`src/assert_macros.svh`:
```
// Assertion macros shared by the SPI slave watchdog modules.
`ifndef ASSERT_MACROS_SVH
`define ASSERT_MACROS_SVH

// Checks a property on every rising clock edge outside reset.
`define SPISW_ASSERT(lbl, prop, msg) \
  lbl: assert property (@(posedge clk) disable iff (!rst_n) (prop)) else $error(msg);

// Checks that a condition at one edge implies a property at the next edge.
`define SPISW_ASSERT_NEXT(lbl, cond, prop, msg) \
  lbl: assert property (@(posedge clk) disable iff (!rst_n) (cond) |=> (prop)) else $error(msg);

`endif

```
`src/spisw_pkg.sv`:
```
// Package with the types and constants of the SPI slave watchdog.
package spisw_pkg;

  localparam int WATCHDOG_WIDTH = 20;
  localparam int LIMIT_W        = 20;
  localparam int CMP_W          = (WATCHDOG_WIDTH > LIMIT_W) ? WATCHDOG_WIDTH : LIMIT_W;
  localparam int BITS_PER_BYTE  = 8;
  localparam int BIT_POS_W      = $clog2(BITS_PER_BYTE);
  localparam int CFG_DATA_W     = LIMIT_W;
  localparam int CFG_INDEX_W    = 2;

  localparam logic [LIMIT_W-1:0] TIMEOUT_RESET = LIMIT_W'(100000);
  localparam logic [WATCHDOG_WIDTH-1:0] WD_MAX = '1;

  localparam int ERR_RX_BIT = 0;
  localparam int ERR_TX_BIT = 1;

  localparam logic DIR_RX = 1'b0;
  localparam logic DIR_TX = 1'b1;

  typedef enum logic [CFG_INDEX_W-1:0] {
    REG_IDLE_LEVEL = 2'd0,
    REG_DIRECTION  = 2'd1,
    REG_TIMEOUT    = 2'd2
  } cfg_reg_t;

  typedef struct packed {
    logic               idle_level;
    logic               direction;
    logic [LIMIT_W-1:0] limit;
  } cfg_t;

  typedef struct packed {
    logic       miso;
    logic [7:0] rx_byte;
    logic       rx_valid;
    logic [7:0] byte_position;
    logic [1:0] error_flags;
    logic       aborted;
  } result_t;

endpackage

```
`src/spisw_cfg.sv`:
```
// Configuration registers of the SPI slave watchdog.
module spisw_cfg (
  input  logic                                 clk,
  input  logic                                 rst_n,
  input  logic                                 cfg_we,
  input  logic [spisw_pkg::CFG_INDEX_W-1:0]    cfg_index,
  input  logic [spisw_pkg::CFG_DATA_W-1:0]     cfg_data,
  output spisw_pkg::cfg_t                      cfg
);

  spisw_pkg::cfg_t cfg_r;

  always_ff @(posedge clk) begin
    if (!rst_n) begin
      cfg_r.idle_level <= 1'b0;
      cfg_r.direction  <= spisw_pkg::DIR_RX;
      cfg_r.limit      <= spisw_pkg::TIMEOUT_RESET;
    end else if (cfg_we) begin
      case (cfg_index)
        spisw_pkg::REG_IDLE_LEVEL: cfg_r.idle_level <= cfg_data[0];
        spisw_pkg::REG_DIRECTION:  cfg_r.direction  <= cfg_data[0];
        spisw_pkg::REG_TIMEOUT:    cfg_r.limit      <= cfg_data[spisw_pkg::LIMIT_W-1:0];
        default: ;
      endcase
    end
  end

  assign cfg = cfg_r;

endmodule

```
`src/spisw_core.sv`:
```
// Transfer state, edge detection, shifting and watchdog of the SPI slave.
`include "assert_macros.svh"

module spisw_core (
  input  logic                 clk,
  input  logic                 rst_n,
  input  logic                 accept,
  input  logic                 cs_n,
  input  logic                 sck,
  input  logic                 mosi,
  input  logic [7:0]           tx_byte,
  input  spisw_pkg::cfg_t      cfg,
  output spisw_pkg::result_t   res
);

  logic                                    armed_r, armed_nxt;
  logic [spisw_pkg::BIT_POS_W-1:0]         bit_r, bit_nxt;
  logic [7:0]                              pos_r, pos_nxt;
  logic [7:0]                              acc_r, acc_nxt, acc_shift;
  logic [spisw_pkg::WATCHDOG_WIDTH-1:0]    cnt_r, cnt_nxt, cnt_base;
  logic [1:0]                              err_r, err_nxt;
  logic                                    abort_r, abort_nxt;
  logic                                    miso_r, miso_nxt;
  logic                                    fire;
  logic [7:0]                              rx_out;
  logic                                    rx_vld;

  always_comb begin
    armed_nxt = armed_r;
    bit_nxt   = bit_r;
    pos_nxt   = pos_r;
    acc_nxt   = acc_r;
    cnt_nxt   = cnt_r;
    err_nxt   = err_r;
    abort_nxt = abort_r;
    miso_nxt  = miso_r;
    rx_out    = 8'd0;
    rx_vld    = 1'b0;
    fire      = 1'b0;
    cnt_base  = cnt_r;
    acc_shift = acc_r | (8'(mosi) << bit_r);
    if (cs_n) begin
      bit_nxt   = '0;
      pos_nxt   = 8'd0;
      acc_nxt   = 8'd0;
      cnt_nxt   = '0;
      abort_nxt = 1'b0;
      miso_nxt  = cfg.direction;
    end else if (!abort_r) begin
      if (cfg.direction == spisw_pkg::DIR_RX) begin
        miso_nxt = 1'b0;
      end
      fire = armed_r && (sck != cfg.idle_level);
      if (fire) begin
        if (cfg.direction == spisw_pkg::DIR_TX) begin
          miso_nxt = tx_byte[bit_r];
        end else begin
          acc_nxt = acc_shift;
        end
        if (bit_r == spisw_pkg::BIT_POS_W'(spisw_pkg::BITS_PER_BYTE - 1)) begin
          bit_nxt = '0;
          pos_nxt = pos_r + 8'd1;
          if (cfg.direction == spisw_pkg::DIR_RX) begin
            rx_out  = acc_shift;
            rx_vld  = 1'b1;
            acc_nxt = 8'd0;
          end
        end else begin
          bit_nxt = bit_r + 1'b1;
        end
        armed_nxt = 1'b0;
        cnt_base  = '0;
      end
      if (sck == cfg.idle_level) begin
        armed_nxt = 1'b1;
      end
      cnt_nxt = cnt_base;
      if (spisw_pkg::CMP_W'(cnt_base) >= spisw_pkg::CMP_W'(cfg.limit)) begin
        abort_nxt = 1'b1;
        if (cfg.direction == spisw_pkg::DIR_TX) begin
          err_nxt[spisw_pkg::ERR_TX_BIT] = 1'b1;
        end else begin
          err_nxt[spisw_pkg::ERR_RX_BIT] = 1'b1;
        end
      end else if (cnt_base != spisw_pkg::WD_MAX) begin
        cnt_nxt = cnt_base + 1'b1;
      end
    end
  end

  always_ff @(posedge clk) begin
    if (!rst_n) begin
      armed_r <= 1'b1;
      bit_r   <= '0;
      pos_r   <= 8'd0;
      acc_r   <= 8'd0;
      cnt_r   <= '0;
      err_r   <= 2'd0;
      abort_r <= 1'b0;
      miso_r  <= 1'b0;
    end else if (accept) begin
      armed_r <= armed_nxt;
      bit_r   <= bit_nxt;
      pos_r   <= pos_nxt;
      acc_r   <= acc_nxt;
      cnt_r   <= cnt_nxt;
      err_r   <= err_nxt;
      abort_r <= abort_nxt;
      miso_r  <= miso_nxt;
    end
  end

  always_comb begin
    res.miso          = miso_nxt;
    res.rx_byte       = rx_out;
    res.rx_valid      = rx_vld;
    res.byte_position = pos_nxt;
    res.error_flags   = err_nxt;
    res.aborted       = abort_nxt;
  end

  `SPISW_ASSERT(a_abort_has_error, !abort_r || (err_r != 2'd0), "abort without an error flag")
  `SPISW_ASSERT(a_rx_only_receive, !rx_vld || !fire || (cfg.direction == spisw_pkg::DIR_RX), "byte completed in transmit mode")
  `SPISW_ASSERT_NEXT(a_deselect_clears, accept && cs_n, (pos_r == 8'd0) && (bit_r == '0) && !abort_r, "deselect did not clear the transfer")
  `SPISW_ASSERT_NEXT(a_abort_holds, accept && !cs_n && abort_r, abort_r && $stable(pos_r) && $stable(cnt_r), "aborted transfer changed state")

endmodule

```
`src/spi_slave_lsb_first_watchdog.sv`:
```
// Top level of the LSB-first SPI slave with clock watchdog.
// One item is one sample of cs_n, sck and mosi plus the byte to transmit, and each
// item yields exactly one result: the MISO level, a received byte with its flag,
// the byte position, the sticky timeout flags and the abort status. The state is
// updated and the result is registered in the cycle the item is accepted, so a new
// item is taken every cycle as long as the result register is empty or being emptied
// at the same edge. The watchdog aborts the transfer once the count of samples
// without a clock edge reaches the timeout register's limit; the abort lasts until
// cs_n goes high again.
`include "assert_macros.svh"

module spi_slave_lsb_first_watchdog (
  input  logic                                 clk,
  input  logic                                 rst_n,
  input  logic                                 cfg_we,
  input  logic [spisw_pkg::CFG_INDEX_W-1:0]    cfg_index,
  input  logic [spisw_pkg::CFG_DATA_W-1:0]     cfg_data,
  input  logic                                 in_valid,
  output logic                                 in_ready,
  input  logic                                 in_cs_n,
  input  logic                                 in_sck,
  input  logic                                 in_mosi,
  input  logic [7:0]                           in_tx_byte,
  output logic                                 out_valid,
  input  logic                                 out_ready,
  output logic                                 out_miso,
  output logic [7:0]                           out_rx_byte,
  output logic                                 out_rx_valid,
  output logic [7:0]                           out_byte_position,
  output logic [1:0]                           out_error_flags,
  output logic                                 out_aborted
);

  spisw_pkg::cfg_t    cfg;
  spisw_pkg::result_t res;
  spisw_pkg::result_t res_r;
  logic               out_valid_r;
  logic               accept;

  assign in_ready = !out_valid_r || out_ready;
  assign accept   = in_valid && in_ready;

  spisw_cfg u_cfg (
    .clk       (clk),
    .rst_n     (rst_n),
    .cfg_we    (cfg_we),
    .cfg_index (cfg_index),
    .cfg_data  (cfg_data),
    .cfg       (cfg)
  );

  spisw_core u_core (
    .clk     (clk),
    .rst_n   (rst_n),
    .accept  (accept),
    .cs_n    (in_cs_n),
    .sck     (in_sck),
    .mosi    (in_mosi),
    .tx_byte (in_tx_byte),
    .cfg     (cfg),
    .res     (res)
  );

  always_ff @(posedge clk) begin
    if (!rst_n) begin
      out_valid_r <= 1'b0;
    end else if (accept) begin
      out_valid_r <= 1'b1;
    end else if (out_ready) begin
      out_valid_r <= 1'b0;
    end
  end

  always_ff @(posedge clk) begin
    if (accept) begin
      res_r <= res;
    end
  end

  assign out_valid         = out_valid_r;
  assign out_miso          = res_r.miso;
  assign out_rx_byte       = res_r.rx_byte;
  assign out_rx_valid      = res_r.rx_valid;
  assign out_byte_position = res_r.byte_position;
  assign out_error_flags   = res_r.error_flags;
  assign out_aborted       = res_r.aborted;

  `SPISW_ASSERT_NEXT(a_accept_fills, accept, out_valid_r, "accepted item left no result")
  `SPISW_ASSERT_NEXT(a_rx_byte_zero, accept && !res.rx_valid, res_r.rx_byte == 8'd0, "idle received byte not zero")

endmodule
```
`config.mk`:
```
export PLATFORM = sky130hd
export DESIGN_NAME = spi_slave_lsb_first_watchdog
export DESIGN_NICKNAME = d
export VERILOG_FILES = /design/src/spisw_pkg.sv /design/src/spisw_cfg.sv /design/src/spisw_core.sv /design/src/spi_slave_lsb_first_watchdog.sv
export VERILOG_INCLUDE_DIRS = /design/src /design/src/src
export SDC_FILE = /design/constraint.sdc
export NUM_CORES = 1
export LEC_CHECK = 0
export CORE_MARGIN = 10
export CORE_UTILIZATION = 35
export CTS_BUF_LIST = sky130_fd_sc_hd__clkbuf_16
export DETAILED_ROUTE_END_ITERATION = 8
export DONT_BUFFER_PORTS = 1
export RECOVER_POWER = 25
export SKIP_LAST_GASP = 1
export SLEW_MARGIN = 20
export SYNTH_ARGS = -nofsm -noshare
export SYNTH_HDL_FRONTEND = slang
export SYNTH_SLANG_ARGS = --single-unit
```
`constraint.sdc`:
```
create_clock -name clk -period 3.8 [get_ports clk]
set_clock_uncertainty 0.2 [all_clocks]
set_input_delay 0.76 -clock clk [delete_from_list [all_inputs] [get_ports clk]]
set_output_delay 0.76 -clock clk [all_outputs]
set_load 0.05 [all_outputs]
```
Word-level counts from Yosys, hierarchy flattened
Cells that the tools add are included. W data, S select, Z words.

Output and inout bits: 23. Bits of input ports: 38. Logic and storage cells: 93. Register bits after elaboration: 88.

Muxes and demuxes: 41. Magnitude comparators: 2. Equality and inequality tests: 7. Reductions and logical operators: 16. Bitwise operators: 5. $add $sub $neg: 3. Shift operators: 1.

Operators with widths (count): $mux W20 (7); $mux W8 (10); $add A20 B1 Y20 const B (1); $ge A20 B20 Y1 (1); $ne A20 B20 Y1 const B (1); $mux W1 (16); $mux W3 (4); $add A8 B1 Y8 const B (1); $or A8 B8 Y8 (1); $reduce_and A2 Y1 (4); $shl A1 B3 Y8 (1); $mux W2 (3); $reduce_bool A2 Y1 (3); $reduce_or A5 Y1 (1); $lt A3 B4 Y1 const B (1); $not A1 Y1 (4); $reduce_and A4 Y1 (1); $reduce_or A4 Y1 (1); $add A3 B1 Y3 const B (1); $bmux W1 S3 (1); $eq A3 B3 Y1 const B (1); $reduce_and A3 Y1 (1); $eq A2 B1 Y1 const B (1); $eq A2 B2 Y1 const B (1); 7 further kinds (8).

Longest topological paths before layout
Gate-level depths: netlist of run 1.

Depth in word-level cells: 10. Mapped depth: 15. Depth with buffers taken out: 11.

Cells and area by module
Synthesis of run 1 repeated with hierarchy kept, for this count alone.

Cells, all modules: 590. Area total of the unflattened synthesis: 5109.9 µm².

By module, submodules not included: spisw_core (instances 1, cells an instance 467, area each 3513.4 µm², seq. area each 880.8 µm²); spisw_cfg (instances 1, cells an instance 97, area each 908.4 µm², seq. area each 440.4 µm²); spi_slave_lsb_first_watchdog (instances 1, cells an instance 26, area each 688.2 µm², seq. area each 650.6 µm²).

Worst setup path before layout of run 1
No wires, ideal clock.

Path kind: input to register. Start point: input in_sck. End point: register u_core.cnt_r[4] (netlist name). Buffers on the path: 4. Arrival: 3.653 ns. Slack: -0.189 ns. Stages on the path: 14. Setup time: 0.136 ns. Cells stage by stage: xor2_2 nand2_1 clkbuf_1 clkbuf_1 and2_1 ha_1 and2_0 a221o_1 a21oi_1 o211ai_1 buf_2 clkbuf_1 o41ai_1 o211ai_1.

Longest elaborated chain between the ends: 10. Elaborated cells on any way between the ends: 12.

RTL lines: from (decl) (line spi_slave_lsb_first_watchdog.sv:21) `input logic in_sck,`; $ne A1 B1 Y1 * (line spisw_core.sv:53) `fire = armed_r && (sck != cfg.idle_level);`; $logic_and A1 B1 Y1 * (line spisw_core.sv:53); $mux W20 * (line spisw_core.sv:54) `if (fire) begin`; $mux W20 * (line spisw_core.sv:49) `end else if (!abort_r) begin`; $mux W20 * (line spisw_core.sv:42) `if (cs_n) begin`; $add A20 B1 Y20 or $ne A20 B20 Y1 (tied branches) (line spisw_core.sv:86, spisw_core.sv:85); $mux W20 (line spisw_core.sv:85) `end else if (cnt_base != spisw_pkg::WD_MAX) begin`; $mux W20 * (line spisw_core.sv:78) `if (spisw_pkg::CMP_W'(cnt_base) >= spisw_pkg::CMP_W'(cfg.limit)) begin`; $mux W20 * (line spisw_core.sv:49); $mux W20 * (line spisw_core.sv:42); to (signal assigned) (line spisw_core.sv:106) `cnt_r <= cnt_nxt;`; to (decl) (line spisw_core.sv:20) `logic [spisw_pkg::WATCHDOG_WIDTH-1:0] cnt_r, cnt_nxt, cnt_base;`.

Every way passes the cells marked *; elsewhere a longest branch is shown, timed or not. The select of a mux whose other input is x is not followed. A chain may end at the register's enable or synchronous reset.

Worst setup path in the final report of run 1
Start point: register u_cfg.cfg_r (netlist bit u_cfg.cfg[21]). End point: register u_core.cnt_r[19] (netlist name).

Longest elaborated chain between the ends: 10. Elaborated cells on any way between the ends: 12.

RTL lines: from (decl) (line spisw_cfg.sv:11) `spisw_pkg::cfg_t cfg_r;`; $ne A1 B1 Y1 * (line spisw_core.sv:53); $logic_and A1 B1 Y1 * (line spisw_core.sv:53); $mux W20 * (line spisw_core.sv:54); $mux W20 * (line spisw_core.sv:49); $mux W20 * (line spisw_core.sv:42); $add A20 B1 Y20 or $ne A20 B20 Y1 (tied branches) (line spisw_core.sv:86, spisw_core.sv:85); $mux W20 (line spisw_core.sv:85); $mux W20 * (line spisw_core.sv:78); $mux W20 * (line spisw_core.sv:49); $mux W20 * (line spisw_core.sv:42).

Marks and branches as above.

==> run_results.csv, run 1 <==
group,metric,value,unit
synth,yosysTopAreaCell,"dfxtp_1",
synth,ys_warn_count,0,
worst_hold_path,hp-class,"register to register",
power,max-vdd-ir-drop,0.232,mV
placement,io_buffers,0,
synth,synthFlopType,"dfxtp_1",
cells_and_area,nets,601,
drt,ant_nets,0,
clock_tree,cts_resized,0,
global_routing,antenna_found_initial,0,
global_routing,grt_max_degree,30,
drt,dr.pass1.iters,5,
placement,dp_hpwl,8.58,mm
sta,setup_violations,0,
clock_tree,numCtsBuffers,9,
critical_path,critPathLaunchType,"register",
clock_tree,clock-sinks,88,
drt,num_vias,3934,
placement,placed_area,4890,um2
critical_path,worstSetupEndpointType,"register",
synth,synth_cell_types,55,
critical_path,cpLargestDelayFamily,"compound AO/OA/AOI/OAI gates",
sta,final-max-slew-violation-count,0,
floorplanning,chipWidth,135,um
clock_tree,ctsHtreeMaxLevel,3,
critical_path,arrival,3470,ps
floorplanning,fp-row-count,42,
cells_and_area,diodes,0,
sta,worstMarginPinSlew,917,ps
floorplanning,core-area,13100,um2
sta,hold_violations,0,
floorplanning,initial_core_util,0.355,
job,maxCapViolCount,0,
cells_and_area,final_area,5170,um2
synth,synth_top_area_frac,0.288,
sta,final.period_utilization,0.891,
floorplanning,io_pins,61,
synth,yosysMostFrequentCell,"nand2_1",
critical_path,crit_required,3890,ps
placement,dp.cells,704,
placement,place_ws,105,ps
synth,synthCells,544,
global_routing,grt_pass1_wl,19.1,mm
global_routing,grt_overflow_total,0,
clock_tree,cts_tree,"built",
drt,vias_per_cell,5.46,
synth,yosysSeqAreaShare,0.423,
cells_and_area,syn2layout_area_growth,11.0,%
drt,wire_per_inst,16.1,um
critical_path,cp.depth,10,
cells_and_area,drive_gt1_frac,0.0717,
sta,rsz0062_at_grt,"no",
critical_path,worstPathBufferInverterCount,0,
clock_tree,insertion_delay,350,ps
synth,syn_avg_cell_area,8.57,um2
synth,synth-edff-count,21,
clock_tree,cts_buffer_depth,2,
sta,post-route-min-period,3380,ps
sta,maxClockFrequency,295,MHz
sta,final.setup.tns,0,ps
sta,slew_headroom,0.388,
synth,ys_seq_elements,88,
floorplanning,die_y,135,um
critical_path,rr_worst_depth,10,
drt,drcViolationCount,0,
clock_tree,cts_hold_buf,0,
synth,async_flop_share,0,
critical_path,path_cells,"xor2_4, nand2_2, and2_1, ha_1, a21oi_1, o21ai_0, a2111oi_4, o2111ai_2, or4_1, nand3_1",
power,power.density,387,nW/um2
synth,synth_nets,606,
clock_tree,post-cts-setup-buffers,0,
status,outcome,"finished, final reports clean",
cells_and_area,fin_util,0.394,
cells_and_area,instances_no_fill,720,
power,p_leak,1.94,nW
floorplanning,die_area,18300,um2
drt,totalWireLength,11.6,mm
critical_path,critPathKind,"register to register",
critical_path,cp_slowest_stage_delay,580,ps
drt,first_iter_violations,250,
critical_path,cp_slowest_cell,"or4_1",
global_routing,track_usage,0.128,
sta,worst_slack,416,ps
placement,place.gp.congestion,0.882,
synth,syn-cell-area,4660,um2
clock_tree,cts_root_buf,"clkbuf_16",
global_routing,first_global_vias,3874,
critical_path,cp_max_fo,14,
worst_hold_path,whs_path_depth,2,
synth,ys_top_cells_by_count,"nand2_1, dfxtp_1, a21oi_1",
synth,yosys-top-cells-area,"dfxtp_1, edfxtp_1, ha_1, nand2_1, a21oi_1",
clock_tree,path_clk_slew,70,ps
[sequential cells by signal, indices dropped and copies added, names as in the netlist]
signal / count
out_aborted: 1
out_byte_position: 8
out_error_flags: 2
out_miso: 1
out_rx_byte: 8
out_rx_valid: 1
out_valid: 1
u_cfg.cfg: 22
u_core.abort_r: 1
u_core.acc_r: 8
u_core.armed_r: 1
u_core.bit_r: 3
u_core.cnt_r: 20
u_core.err_r: 2
u_core.miso_r: 1
u_core.pos_r: 8
[routing by layer]
metal  part of all wire  track usage  wire, um  vias to the layer above
li1                   -            -         -                     1958
met1               0.45        0.152      5220                     1845
met2               0.47        0.212      5490                      111
met3              0.059       0.0404       680                       20
met4              0.019       0.0496       216                        0
met5                  0            0         0                        -
[stage by stage]
stage / total power [mW] / hold slack (ps)
finish: 2.00 / 254
global route: 2.08 / 271
CTS: 2.03 / 256
detailed placement: 1.18 / 246
global placement: 1.18 / 246
floorplan: 1.15 / 236
[worst register-to-register path, cell delays in order, from the launching register on]
cell	delay, ps
dfxtp_1	430
xor2_4	180
nand2_2	150
and2_1	240
ha_1	320
a21oi_1	140
o21ai_0	220
a2111oi_4	410
o2111ai_2	350
or4_1	590
nand3_1	100
[worst paths after layout]
check                             start                            end  slack, ps
max          u_cfg.cfg[21]$_SDFFE_PN0P_  u_core.cnt_r[19]$_SDFFE_PN0P_        420
min          u_cfg.cfg[19]$_SDFFE_PN0P_     u_cfg.cfg[19]$_SDFFE_PN0P_        250
min reg2reg  u_cfg.cfg[19]$_SDFFE_PN0P_     u_cfg.cfg[19]$_SDFFE_PN0P_        250
max reg2reg  u_cfg.cfg[21]$_SDFFE_PN0P_  u_core.cnt_r[19]$_SDFFE_PN0P_        420
[cell usage in the layout, fill, tap and decap left out, types with 9 or more instances in the layout]
| master | Yosys | final |
|---|---|---|
| inv_1 | 30 | 31 |
| nand3_1 | 20 | 20 |
| dfxtp_1 | 67 | 67 |
| clkbuf_16 | 0 | 9 |
| nor3_1 | 14 | 14 |
| nand4_1 | 12 | 12 |
| a21oi_1 | 49 | 48 |
| edfxtp_1 | 21 | 21 |
| nor2_1 | 47 | 47 |
| o21ai_0 | 14 | 14 |
| and2_1 | 16 | 16 |
| or4_1 | 9 | 9 |
| buf_4 | 0 | 11 |
| ha_1 | 24 | 24 |
| o211ai_1 | 15 | 15 |
| nand2_1 | 78 | 77 |
[power breakdown]
| group | switching [mW] | total (mW) | internal [mW] |
|---|---|---|---|
| Clock | 0.388 | 0.838 | 0.450 |
| Combinational | 0.0858 | 0.128 | 0.0425 |
| Sequential | 0.0528 | 1.03 | 0.982 |
| Total | 0.527 | 2.00 | 1.47 |
[layout make-up]
type	count	area [um2]
Clock buffer	9	225
Multi-Input combinational cell	396	2460
Timing Repair Buffer	13	123
Fill cell	1340	7970
Inverter	31	116
Tap cell	176	220
Clock inverter	7	56.3
Sequential cell	88	1970
[cells by family (layout without fill, tap and decap cells)]
logic type                 Yosys count  count (layout)  synth area share
and+or+nand+nor                    236             236             0.247
AOI/OAI and AO/OA                  124             124             0.182
DFF                                 88              88             0.423
buffers and inverters               60              60            0.0526
adders and majority gates           24              24            0.0644
xor gates and xnor gates             8               8            0.0166
muxes                                4               4            0.0140
Note: power is estimated with default switching activity, not from simulation.
==> run 2, diff against run 1 <==
Settings changed: CTS_BUF_LIST sky130_fd_sc_hd__clkbuf_16 to not set, REMOVE_ABC_BUFFERS set to 1.
==> run_results.csv, run 2 (same netlist as run 1, synthesis figures left out) <==
group,metric,value,unit
status,outcome,"finished, final reports clean",
placement,dp_hpwl,8.68,mm
floorplanning,core-area,13100,um2
clock_tree,cts_root_buf,"clkbuf_16",
drt,vias_per_cell,5.51,
critical_path,critPathKind,"input pin to register",
drt,drcViolationCount,0,
placement,io_buffers,0,
placement,placed_area,4900,um2
worst_hold_path,whs_path_depth,2,
clock_tree,numCtsBuffers,9,
cells_and_area,fillCellCount,1349,
clock_tree,cts_resized,0,
power,p_int,1.54,mW
sta,maxClockFrequency,286,MHz
cells_and_area,nets,606,
placement,dp.cells,709,
global_routing,grt_overflow_total,0,
power,swShare,0.255,
drt,wire_per_inst,16.2,um
drt,num_vias,3998,
drt,ant_nets,0,
sta,rsz0062_at_grt,"no",
power,clkPwrFrac,0.438,
floorplanning,io_pins,61,
power,power.density,397,nW/um2
power,finalPower,2.06,mW
clock_tree,post-cts-setup-buffers,0,
critical_path,cp_max_fo,15,
global_routing,first_global_vias,4000,
sta,hold_violations,0,
critical_path,startpoint,"in_sck",
global_routing,track_usage,0.129,
power,p_comb_frac,0.061,
cells_and_area,final_area,5200,um2
sta,final-max-slew-violation-count,0,
sta,final.setup.tns,0,ps
cells_and_area,diodes,0,
cells_and_area,syn2layout_area_growth,11.6,%
clock_tree,clock-sinks,88,
floorplanning,die_y,135,um
clock_tree,cts_tree,"built",
floorplanning,die_area,18300,um2
critical_path,critPathLaunchType,"input pin",
cells_and_area,instances_no_fill,725,
floorplanning,fp-row-count,42,
critical_path,r2r-end,"u_core.cnt_r[11]$_SDFFE_PN0P_",
job,maxCapViolCount,0,
sta,final.period_utilization,0.919,
clock_tree,path_clk_slew,60,ps
clock_tree,cts_buffer_depth,2,
critical_path,r2r_slack,330,ps
power,max-vdd-ir-drop,0.182,mV
clock_tree,ctsHtreeMaxLevel,3,
cells_and_area,final_cell_mix,"nand2_1, dfxtp_1, a21oi_1, nor2_1, inv_1",
worst_hold_path,hp-start,"u_cfg.cfg[14]$_SDFFE_PN0P_",
drt,first_iter_violations,260,
sta,slew_headroom,0.370,
critical_path,r2r-start,"u_cfg.cfg[21]$_SDFFE_PN0P_",
critical_path,worstSetupEndpointType,"register",
power,p_seq_frac,0.501,
global_routing,grt_pass1_wl,19.5,mm
placement,place.gp.congestion,0.864,
critical_path,arrival,3500,ps
floorplanning,initial_core_util,0.355,
power,netSwitchingPower,526,uW
cells_and_area,drive_gt1_frac,0.0783,
sta,post-route-min-period,3490,ps
cells_and_area,largest_reg_flops,22,
sta,setup_violations,0,
drt,dr.pass1.iters,5,
floorplanning,chipWidth,135,um
global_routing,antenna_found_initial,0,
worst_hold_path,hp-class,"register to register",
worst_hold_path,hold_path_end,"u_cfg.cfg[14]$_SDFFE_PN0P_",
cells_and_area,fin_util,0.396,
drt,totalWireLength,11.8,mm
cells_and_area,mostFrequentLayoutCell,"nand2_1",
power,p_leak,1.96,nW
clock_tree,cts_hold_buf,0,
global_routing,grt_max_degree,30,
clock_tree,insertion_delay,350,ps
critical_path,rr_worst_depth,11,
critical_path,crit_required,3810,ps
sta,worstMarginPinSlew,944,ps
==> run 2: worst max path at each step <==
stage               cells after the start                             to  slack [ps]
global placement                       11  u_core.cnt_r[17]$_SDFFE_PN0P_          50
global route                           11  u_core.cnt_r[11]$_SDFFE_PN0P_         100
CTS                                    11  u_core.cnt_r[17]$_SDFFE_PN0P_         340
finish                                 11  u_core.cnt_r[11]$_SDFFE_PN0P_         310
detailed placement                     11  u_core.cnt_r[17]$_SDFFE_PN0P_         -30
floorplan                              10  u_core.cnt_r[18]$_SDFFE_PN0P_        -610
==> run 2: cell type report <==
type | count | area [um2] | area share
multi-input combinational | 396 | 2440 | 0.470
sequential | 88 | 1970 | 0.379
clock buffer | 9 | 225 | 0.0433
tap | 176 | 220 | 0.0423
timing repair buffer | 18 | 148 | 0.0284
inverter | 31 | 116 | 0.0224
clock inverter | 7 | 76.3 | 0.0147
==> run 2: layer usage <==
layer,vias up,track usage,part of all wire
met3,27,0.0338,0.064
li1,1965,-,-
met5,-,0,0
met2,131,0.218,0.47
met1,1875,0.151,0.44
met4,0,0.0556,0.025
==> run 2: through the flow <==
step                setup WS (ps)  hold slack [ps]
global route                  101              276
floorplan                    -607              236
global placement             47.4              247
CTS                           336              260
finish                        309              257
detailed placement          -29.9              250
==> run 2: worst max-delay path, cell delays in order <==
cell and delay [ps]:
xor2_2 180, nand2_1 180, buf_4 230, and2_1 190, ha_1 290, a21oi_1 130
o21ai_0 210, a2111oi_4 400, o2111ai_2 340, o311ai_0 440, o41ai_1 150
==> run 2: power by group through the flow <==
stage / clock network (mW) / registers (mW) / logic, mW
after global placement: 0 / 1.06 / 0.123
after CTS: 0.922 / 1.04 / 0.126
after detailed placement: 0 / 1.06 / 0.125
final: 0.904 / 1.03 / 0.126
after floorplan: 0 / 1.05 / 0.0821
after global routing: 0.954 / 1.04 / 0.143
